$ cat src/rtl/hep_fifo.sv
// ---------------------------------------------------------------------------
// hep_fifo - small register queue
// Power-of-two depth, full/empty decoded from the count register, no pass-through when full.
// ---------------------------------------------------------------------------
module hep_fifo #(
	parameter type T     = logic,
	parameter int  DEPTH = 2
) (
	input  logic clk,
	input  logic arst_n,
	input  logic wr,
	input  T     wdata,
	output logic full,
	input  logic rd,
	output T     rdata,
	output logic empty
);
	localparam int PTR_W = $clog2(DEPTH);
	localparam int CNT_W = $clog2(DEPTH + 1);

	T                 mem_q [DEPTH];
	logic [PTR_W-1:0] wptr_q;
	logic [PTR_W-1:0] rptr_q;
	logic [CNT_W-1:0] cnt_q;
	logic             do_wr;
	logic             do_rd;

	assign full  = (cnt_q == CNT_W'(DEPTH));
	assign empty = (cnt_q == '0);
	assign do_wr = wr && !full;
	assign do_rd = rd && !empty;
	assign rdata = mem_q[rptr_q];

	always_ff @(posedge clk or negedge arst_n) begin
		if (!arst_n) begin
			wptr_q <= '0;
			rptr_q <= '0;
			cnt_q  <= '0;
		end else begin
			if (do_wr)
				wptr_q <= wptr_q + PTR_W'(1);
			if (do_rd)
				rptr_q <= rptr_q + PTR_W'(1);
			if (do_wr && !do_rd)
				cnt_q <= cnt_q + CNT_W'(1);
			else if (do_rd && !do_wr)
				cnt_q <= cnt_q - CNT_W'(1);
		end
	end

	always_ff @(posedge clk) begin
		if (do_wr)
			mem_q[wptr_q] <= wdata;
	end

endmodule

$ cat config.mk
export PLATFORM = sky130hd
export DESIGN_NAME = hep_fifo
export DESIGN_NICKNAME = d
export VERILOG_FILES = /design/src/rtl/hep_fifo.sv
export SDC_FILE = /design/constraint.sdc
export NUM_CORES = 1
export LEC_CHECK = 0
export BUFFER_PORTS_ARGS = -buffer_cell sky130_fd_sc_hd__buf_2
export CELL_PAD_IN_SITES_DETAIL_PLACEMENT = 1
export CELL_PAD_IN_SITES_GLOBAL_PLACEMENT = 2
export CORE_AREA = 5 5 42 44
export DETAILED_ROUTE_END_ITERATION = 8
export DIE_AREA = 0 0 47 49
export PLACE_DENSITY = 0.63
export SLEW_MARGIN = 20
export SYNTH_ARGS = -nofsm -noshare
export SYNTH_HDL_FRONTEND = slang
export SYNTH_SLANG_ARGS = --single-unit
export TNS_END_PERCENT = 50
$ cat constraint.sdc
create_clock -name clk -period 2.15 [get_ports clk]
set_clock_uncertainty 0.2 [all_clocks]
set_input_delay 0.1075 -clock clk [delete_from_list [all_inputs] [get_ports clk]]
set_output_delay 0.1075 -clock clk [all_outputs]
set_load 0.005 [all_outputs]
==> run summary <==
The run finished with clean final reports. The initial antenna violation count came out at 0. The number of global-route vias before repair was about 230. The count of warnings emitted by yosys is 0. The average footprint of a synthesized cell is around 12 um2. The register area share after synthesis came out at 0.598. The CTS clock-pin slew for the worst setup and hold paths is 0.05 ns. The number of hold violations in the final report was 0.

The number of buffers added to fix hold violations after cts is 3. Along the worst path, the maximum fanout reaches 5. The leakage power total is ~0.18 nW. The share of total power consumed by net switching came out at 0.329.

The area of the core is approximately 1400 um2. In this run, synthesis produced a sequential element count of 6. From left edge to right edge, the die measures around 47 um.

The kind of cell with the highest combined delay along the critical path is simple AND/OR/NAND/NOR gates. The required time reported for the critical path endpoint is approximately 2.1 ns. 0 antenna diodes ended up in the layout. The DRC marker count from the first detailed-route iteration is 0. The number of buffers created by CTS is 3. The number of nets at the end of the flow is 43.

The die covers 2300 um2. The largest single stage delay on the critical path is 0.43 ns. In this run the tool buffered the top-level ports with 7 buffer cells. The number of distinct standard cells referenced by the synthesized netlist came out at 12.

The shortest period the worst path allows came out at ~1.7 ns. The leftover overflow at the end of global routing is 0. The overall track demand over capacity in global routing is 0.0618. The routability-driven placement congestion ratio came out at 0.627. The share of total power dissipated in the clock network is 0.222. The standard-cell row count came out at 14. The worst setup path is captured at a flop. Counting every instance in the synthesized netlist gives 22. The min-delay analysis places its worst path in the category input pin to async pin. The synthesis-to-finish area growth is 41.6%. The cell internal power dissipation came out at 0.000346 W.

The count of max-cap constraint violations is 0. The number of post-CTS setup repair buffers is 0. The switching power total is 0.000170 W. The share of final-layout standard cells stronger than drive strength 1 came out at 0.306. The share of total power dissipated in sequential elements is 0.424. The critical path goes through nand2b_1 -> nand2_1 -> inv_1 -> ha_1 -> nor2_1 -> xor2_1. TritonCTS built the clock tree. The startpoint of the most critical setup path is cnt_q[0].

For the pin with the worst max-slew slack, the measured transition is 0.219 ns. The synthesized netlist net count is 28. Based on the critical path, the design can be clocked at up to 587 MHz. The clock insertion delay at the later pin of the skew report is ~0.25 ns. The final count of pins violating max slew came out at 0. The global-route wire length before repair is about 940 um. Across all register-to-register paths, the minimum setup slack is 0.45 ns. The total standard cell area after synthesis is 268 um2.

Dividing the detail-routed wire length by the instance count gives about 11 um. The effective utilization at floorplan came out at 0.191. The count of cells along the worst register-to-register path is 6. The H-tree depth came out at 1. The post-detailed-route via-to-cell ratio is between 3 and 4. The post-cts sizing count came out at 0. In this run the remaining antenna-violating nets after routing total 0. The worst register-to-register path begins at cnt_q[0]. The count of final setup violators came out at 0.

Setup repair after global routing left no endpoint under its margin. Clock tree synthesis selected as its root buffer the cell clkbuf_4. In the finished design, the share of the clock period the worst path needs comes to 0.793. The worst setup path is launched from a flop. The placed cell area is 323 um2. In this run the count of I/O pins placed on the die edge is 8.

The area of all placed cells without fillers came out at approximately 380 um2. The areal power density over the cells is about 1400 nW/um2. Data arrives at the worst endpoint at between 1.5 and 2 ns. The number of optimization iterations in the first detailed-route pass is 1. The slowest stage of the critical path is the dfrtp_1 cell. The post-placement setup slack is 0.444 ns. The largest buffer count on any clock path came out at 2. The class of the most critical setup path is flop to flop. Setup slack on the critical path of the routed design comes to between 0.4 and 0.5 ns. The final hold slack is just over 0.0002 ns. The logic gate share of total power came out at 0.354. The worst slew slack as a fraction of its limit came out at 0.853.

The critical path buffer and inverter count is 1. The largest voltage drop on the vdd net came out at around 0.58 mV. The sum of negative setup slack came out at 0 ns.

The overall die height came out at 49 um. The DRC violation count after routing came out at 0. Detailed placement finished with a half-perimeter wire length of roughly 420 um. The routed layout has around 200 vias. The worst register-to-register path ends at cnt_q[1].

The total detailed-routing wirelength is between 500 and 600 um. The largest net degree at the start of global routing is 6. The number of clock sinks is 6.
## layer usage
layer | up-vias | GRT usage | wire length (um)
li1 | 97 | - | -
met1 | 93 | 0.0542 | 222
met2 | 9 | 0.0928 | 269
met3 | 0 | 0.0480 | 71
met4 | 0 | 0.0415 | 0
met5 | - | 0 | 0
## flip-flops by register name, indices dropped and copies added, names as in the netlist
name	cells
wptr_q	1
mem_q	2
cnt_q	2
rptr_q	1
## worst max-delay path by stage
stage,to,slack [ns],cells after the start
2_1_floorplan,cnt_q[1],0.57,6
4_1_cts,cnt_q[1],0.42,6
3_5_place_dp,cnt_q[1],0.44,7
3_3_place_gp,cnt_q[1],0.50,7
6_report,cnt_q[1],0.45,6
5_1_grt,cnt_q[1],0.34,6
## synthesized netlist by cell type, drive strengths merged
cell type,count,area [um2]
and3,1,6.26
dfrtp,4,100
nand2b,1,6.26
inv,2,7.51
xor2,2,17.5
edfxtp,2,60.1
mux2,1,11.3
o21ai,1,5.00
xnor2,3,26.3
nor2,3,11.3
ha,1,12.5
nand2,1,3.75
## cell families (layout without fill, tap and decap cells)
logic type	count (synthesis)	in the layout	synth area share
AO/OA/AOI/OAI	1	1	0.0187
adder cells (fa/ha/maj)	1	1	0.0467
multiplexers	1	1	0.0421
AND/OR/NAND/NOR	6	6	0.103
buffers and inverters	2	16	0.0280
flip-flops	6	6	0.598
XOR/XNOR	5	5	0.164
## metrics by stage
stage | instances | utilization | power [W]
floorplan | 22 | - | 0.000342
global placement | 45 | 0.230 | 0.000392
detailed placement | 45 | 0.230 | 0.000403
CTS | 52 | 0.271 | 0.000527
global route | 52 | 0.271 | 0.000559
finish | 52 | 0.271 | 0.000516
## cell type report
cell class	instances	area, um2
tap	16	20.0
timing repair buffer	10	65.1
fill	172	1020
sequential	6	160
multi-input combinational	14	100
inverter	2	7.51
clock buffer	4	26.3
## power by group through the flow
stage	clock network (W)	logic (W)	registers, W
floorplan	0	0.000134	0.000208
global placement	0	0.000178	0.000214
detailed placement	0	0.000182	0.000221
CTS	0.000119	0.000188	0.000219
global route	0.000129	0.000206	0.000224
finish	0.000114	0.000183	0.000219
## cells in the final DEF (no fill, tap or decap), drive strengths merged
master / Yosys / final
nor2: 3 / 3
clkbuf: 0 / 4
buf: 0 / 7
dfrtp: 4 / 4
ha: 1 / 1
dlygate4sd3: 0 / 3
inv: 2 / 2
o21ai: 1 / 1
xor2: 2 / 2
nand2b: 1 / 1
and3: 1 / 1
xnor2: 3 / 3
mux2: 1 / 1
edfxtp: 2 / 2
nand2: 1 / 1
(Power assumes the default switching activity.)
