File: src/rtl/hep_pkg.sv
// ---------------------------------------------------------------------------
// hep_pkg - shared types and constants of the Huffman encoder bit packer
// Item, result and command structs, operation and byte kind codes.
// ---------------------------------------------------------------------------
package hep_pkg;

	localparam int BYTE_BITS        = 8;
	localparam int CODE_BITS        = 16;
	localparam int LEN_BITS         = 5;
	localparam int PEND_BITS        = 24;
	localparam int MAX_CODE_LEN     = 16;
	localparam int CODE_CAP         = (MAX_CODE_LEN < CODE_BITS) ? MAX_CODE_LEN : CODE_BITS;
	localparam int SYMBOL_COUNT_DEF = 256;
	localparam int CMD_DEPTH        = 2;
	localparam int OUT_DEPTH        = 2;

	typedef enum logic [1:0] {
		MODE_LOAD,
		MODE_ENCODE,
		MODE_FLUSH
	} mode_t;

	typedef enum logic [1:0] {
		KIND_DATA,
		KIND_PARTIAL,
		KIND_COUNT
	} kind_t;

	typedef struct packed {
		logic [1:0]           mode;
		logic [7:0]           symbol;
		logic [CODE_BITS-1:0] code_word;
		logic [LEN_BITS-1:0]  code_length;
	} item_t;

	typedef struct packed {
		logic [BYTE_BITS-1:0] out_byte;
		logic [1:0]           byte_kind;
		logic                 last;
	} result_t;

	// command handed from the lookup side to the packer
	typedef struct packed {
		logic                 flush;
		logic [LEN_BITS-1:0]  len;
		logic [CODE_BITS-1:0] bits;
	} cmd_t;

endpackage

File: src/rtl/hep_back.sv
// ---------------------------------------------------------------------------
// hep_back - bit packer
// Appends codes to the pending register and emits bytes, one per cycle while the result queue has room.
// ---------------------------------------------------------------------------
module hep_back import hep_pkg::*; (
	input  logic    clk,
	input  logic    arst_n,
	input  logic    cmd_empty,
	input  cmd_t    cmd,
	output logic    cmd_rd,
	output logic    res_wr,
	output result_t res,
	input  logic    res_full
);
	logic [PEND_BITS-1:0] bits_q;
	logic [LEN_BITS-1:0]  cnt_q;
	logic                 cnt_pend_q;

	logic [PEND_BITS-1:0] bits_d;
	logic [LEN_BITS-1:0]  cnt_d;
	logic                 cnt_pend_d;
	logic [PEND_BITS-1:0] src_bits;
	logic [LEN_BITS-1:0]  src_cnt;
	logic [LEN_BITS-1:0]  sh;
	logic [PEND_BITS-1:0] rem_bits;
	logic                 room;

	assign room = !res_full;

	always_comb begin
		// appended value when taking a new code, else the held state
		if (cnt_q > LEN_BITS'(BYTE_BITS)) begin
			src_bits = bits_q;
			src_cnt  = cnt_q;
		end else begin
			src_bits = PEND_BITS'(bits_q << cmd.len) | PEND_BITS'(cmd.bits);
			src_cnt  = cnt_q + cmd.len;
		end
		sh       = src_cnt - LEN_BITS'(BYTE_BITS);
		rem_bits = src_bits & PEND_BITS'((25'(1) << sh) - 25'd1);
	end

	always_comb begin
		bits_d     = bits_q;
		cnt_d      = cnt_q;
		cnt_pend_d = cnt_pend_q;
		cmd_rd     = 1'b0;
		res_wr     = 1'b0;
		res        = '0;
		if (cnt_pend_q) begin
			if (room) begin
				res_wr        = 1'b1;
				res.out_byte  = BYTE_BITS'(cnt_q);
				res.byte_kind = KIND_COUNT;
				res.last      = 1'b1;
				bits_d        = '0;
				cnt_d         = '0;
				cnt_pend_d    = 1'b0;
			end
		end else if (cnt_q > LEN_BITS'(BYTE_BITS)) begin
			if (room) begin
				res_wr        = 1'b1;
				res.out_byte  = BYTE_BITS'(src_bits >> sh);
				res.byte_kind = KIND_DATA;
				res.last      = (sh <= LEN_BITS'(BYTE_BITS));
				bits_d        = rem_bits;
				cnt_d         = sh;
			end
		end else if (!cmd_empty && room) begin
			cmd_rd = 1'b1;
			if (cmd.flush) begin
				res_wr = 1'b1;
				if (cnt_q != '0) begin
					res.out_byte  = bits_q[BYTE_BITS-1:0];
					res.byte_kind = KIND_PARTIAL;
					res.last      = 1'b0;
					cnt_pend_d    = 1'b1;
				end else begin
					res.out_byte  = '0;
					res.byte_kind = KIND_COUNT;
					res.last      = 1'b1;
					bits_d        = '0;
				end
			end else if (src_cnt > LEN_BITS'(BYTE_BITS)) begin
				res_wr        = 1'b1;
				res.out_byte  = BYTE_BITS'(src_bits >> sh);
				res.byte_kind = KIND_DATA;
				res.last      = (sh <= LEN_BITS'(BYTE_BITS));
				bits_d        = rem_bits;
				cnt_d         = sh;
			end else begin
				bits_d = src_bits;
				cnt_d  = src_cnt;
			end
		end
	end

	always_ff @(posedge clk or negedge arst_n) begin
		if (!arst_n) begin
			bits_q     <= '0;
			cnt_q      <= '0;
			cnt_pend_q <= 1'b0;
		end else begin
			bits_q     <= bits_d;
			cnt_q      <= cnt_d;
			cnt_pend_q <= cnt_pend_d;
		end
	end

endmodule

File: config.mk
export PLATFORM = sky130hd
export DESIGN_NAME = hep_back
export DESIGN_NICKNAME = d
export VERILOG_FILES = /design/src/rtl/hep_pkg.sv /design/src/rtl/hep_back.sv
export SDC_FILE = /design/constraint.sdc
export NUM_CORES = 1
export LEC_CHECK = 0
export ABC_AREA = 0
export BUFFER_PORTS_ARGS = -buffer_cell sky130_fd_sc_hd__buf_2
export CAP_MARGIN = 20
export CORE_MARGIN = 2
export CORE_UTILIZATION = 62
export CTS_CLUSTER_DIAMETER = 30
export DETAILED_ROUTE_END_ITERATION = 16
export PLACE_DENSITY_LB_ADDON = 0.1
export SLEW_MARGIN = 20
export SYNTH_ARGS = -nofsm -noshare
export SYNTH_HDL_FRONTEND = slang
export SYNTH_SLANG_ARGS = --single-unit
File: constraint.sdc
create_clock -name clk -period 8.7 [get_ports clk]
set_clock_uncertainty 0.05 [all_clocks]
set_input_delay 2.61 -clock clk [delete_from_list [all_inputs] [get_ports clk]]
set_output_delay 2.61 -clock clk [all_outputs]
set_load 0.02 [all_outputs]
==> results.sh <==
export IMPL_final_area_sq_um=5225
export IMPL_ant_nets=0
export IMPL_grtUsageMet2=0.6910
export IMPL_period_share=0.9758
export IMPL_ys_seq_area_frac=0.1552
export IMPL_clkSinkCount=30
export IMPL_end_kind="primary output"
export IMPL_cts_root_buffer_cell="clkbuf_8"
export IMPL_post_route_util=0.6832
export IMPL_postCtsHoldBufs=0
export IMPL_yosys_top_cells_area="dfrtp_1, mux4_2, mux2i_1"
export IMPL_yosys_area_top_type="dfrtp_1"
export IMPL_io_pins=39
export IMPL_synth_edff_count=0
export IMPL_setup_viol=0
export IMPL_cts_tree="yes"
export IMPL_ys_warn_count=0
export IMPL_grt_busiest_layer="met2"
export IMPL_slew_limit_headroom=0.4030
export IMPL_path_clk_slew_ps=70
export IMPL_firstDrtPassIters=7
export IMPL_vias_per_cell=8.206
export IMPL_synth_compound_area_share=0.4038
export IMPL_num_vias=6023
export IMPL_grt_pass1_vias=5492
export IMPL_die_y_microns=92.33
export IMPL_grt_usage=0.4513
export IMPL_ys_seq_elements=30
export IMPL_synth_cell_type_count=76
export IMPL_overflow=0
export IMPL_required_ps=6040
export IMPL_drive_gt1_frac=0.1915
export IMPL_critPathArrivalTime_ps=5830
export IMPL_synth_top_area_share=0.1552
export IMPL_placed_cell_area_sq_um=5116
export IMPL_fin_crit_ps=8490
export IMPL_hpwl_mm=14.39
export IMPL_gp_congestion=1.062
export IMPL_antenna_found_initial=0
export IMPL_maxCapViolations=0
export IMPL_status="complete, no violations"
export IMPL_finalHoldViolCount=0
export IMPL_r2r_setup_slack_ps=4050
export IMPL_synthCells=618
export IMPL_antennaDiodeCount=0
export IMPL_synth_common_cells="nor2_1, nand2_1, clkbuf_1, a21oi_1, o21ai_0"
export IMPL_syn_area_sq_um=4837
export IMPL_synthArstFlopShare=1.000
export IMPL_holdWs_ps=529.0
export IMPL_synth_mux_area_frac=0.1749
export IMPL_grt_max_degree=31
export IMPL_hold_path_class="register to register"
export IMPL_max_freq_mhz=117.8
export IMPL_syn2layout_area_growth_pct=8.019
export IMPL_worstPathMaxFanout=5
export IMPL_synth_most_common_cell="nor2_1"
export IMPL_use_met3=0.08706
export IMPL_synthFlopType="dfrtp_1"
export IMPL_worst_pin_slew_ps=893.3
export IMPL_synthSimpleGateAreaFrac=0.1730
export IMPL_setup_tns_final_ps=0
export IMPL_avgSynthCellArea_sq_um=7.827
export IMPL_avgRoutedWirePerCell_microns=26.22
export IMPL_synthXorXnorAreaFrac=0.007243
export IMPL_routed_wl_mm=19.24
export IMPL_synth_top_family_by_area="compound AO/OA/AOI/OAI gates"
export IMPL_grt_pass1_wl_mm=29.99
export IMPL_drc=0
export IMPL_start_util=0.6325
export IMPL_die_area_sq_um=8525
export IMPL_drt_iter0_drc=1157
export IMPL_synth_fa_ha_area_frac=0.01966
export IMPL_critPathKind="input port to primary output"
export IMPL_htreeDepth=2
export IMPL_insertion_delay_ps=280
export IMPL_use_met1=0.5991
export IMPL_dieWidth_microns=92.33
export IMPL_port_buffers=38
export IMPL_core_sq_um=7647
export IMPL_final_max_slew_viol_count=0
export IMPL_fin_nets=664
export IMPL_clockBufferDepth=2
export IMPL_numCtsBuffers=5
export IMPL_syn_nets=651
export IMPL_worstSetupStartpointType="input port"
export IMPL_rows=32
-- routing by layer --
metal,vias up,part of all wire
met1,2716,0.35
met4,0,0.079
li1,2485,-
met3,146,0.15
met5,-,0
met2,676,0.43
-- worst max-delay path, cell delays in order --
cell and delay, ps:
buf_2 110, ha_1 210, fa_1 410, a21o_1 200, a2111oi_2 360, a211oi_1 90, buf_4 200, ha_1 330
nand2b_1 190, o32ai_1 180, a21oi_1 170, a21oi_1 170, o221ai_1 140, o211ai_1 250, buf_2 210
-- state kept, by name, indices dropped and copies added, names as in the netlist --
register    count
bits_q         24
cnt_pend_q      1
cnt_q           5
-- final timing paths --
path,from,to,cells after the start
setup reg to reg,cnt_q[0],bits_q[22],17
hold reg to reg,bits_q[23],bits_q[23],1
setup / recovery,cmd[16],res[3],15
max in group asynchronous,arst_n,bits_q[21],1
min in group asynchronous,arst_n,cnt_q[4],1
hold / removal,bits_q[23],bits_q[23],1
-- stage by stage --
step                      instances  setup WS (ps)
after floorplan                 618          302.7
after global placement          726          168.9
after detailed placement        726          65.83
after CTS                       734          45.27
after global routing            734         -1.004
final                           734          210.1
-- cell families after synthesis --
| kind of cell | count (synthesis) |
|---|---|
| AO/OA/AOI/OAI | 264 |
| XOR/XNOR | 4 |
| adder cells (fa/ha/maj) | 7 |
| buffers and inverters | 75 |
| flip-flops | 30 |
| multiplexers | 57 |
| AND/OR/NAND/NOR | 181 |
-- area by class of cell --
type                    count  area [sq um]
clock buffers               6         82.58
clock inverters             2         12.51
fillers                   638          2422
inverters                  13         48.80
multi-input cells         513          3787
flip-flops and latches     30         750.7
well taps                 102         127.6
repair buffers             68         415.4
-- repair_timing --
| item | in CTS | in global routing |
|---|---|---|
| setup buffers | 0 | 0 |
| endpoints found under the hold margin | 0 | 0 |
| endpoints found under the setup margin | 0 | 8 |
| gates resized for setup | 0 | 5 |
-- layout by cell type, fill, tap and decap left out, types with 5 or more instances in the layout --
| master | instances |
|---|---|
| a32oi_1 | 8 |
| mux2_2 | 9 |
| nand2_1 | 51 |
| o21ai_0 | 32 |
| buf_4 | 30 |
| nor3_1 | 15 |
| nand2b_1 | 11 |
| a32o_1 | 16 |
| a31oi_1 | 7 |
| nor2_1 | 60 |
| mux2i_1 | 26 |
| ha_1 | 6 |
| dfrtp_1 | 30 |
| a221oi_1 | 5 |
| a22o_1 | 11 |
| a22oi_1 | 13 |
| buf_2 | 38 |
| o31ai_1 | 14 |
| or3_1 | 7 |
| a211oi_1 | 15 |
| nand3_1 | 8 |
| inv_1 | 12 |
| a211o_1 | 5 |
| o211ai_1 | 13 |
| a21o_1 | 9 |
| nor2b_1 | 11 |
| clkbuf_8 | 6 |
| mux4_2 | 19 |
| o22ai_1 | 9 |
| o221ai_1 | 7 |
| a21oi_1 | 43 |
Power is left out: the tool's default activity adds up to more than one toggle a clock period on the data nets, which glitch-free logic cannot reach.
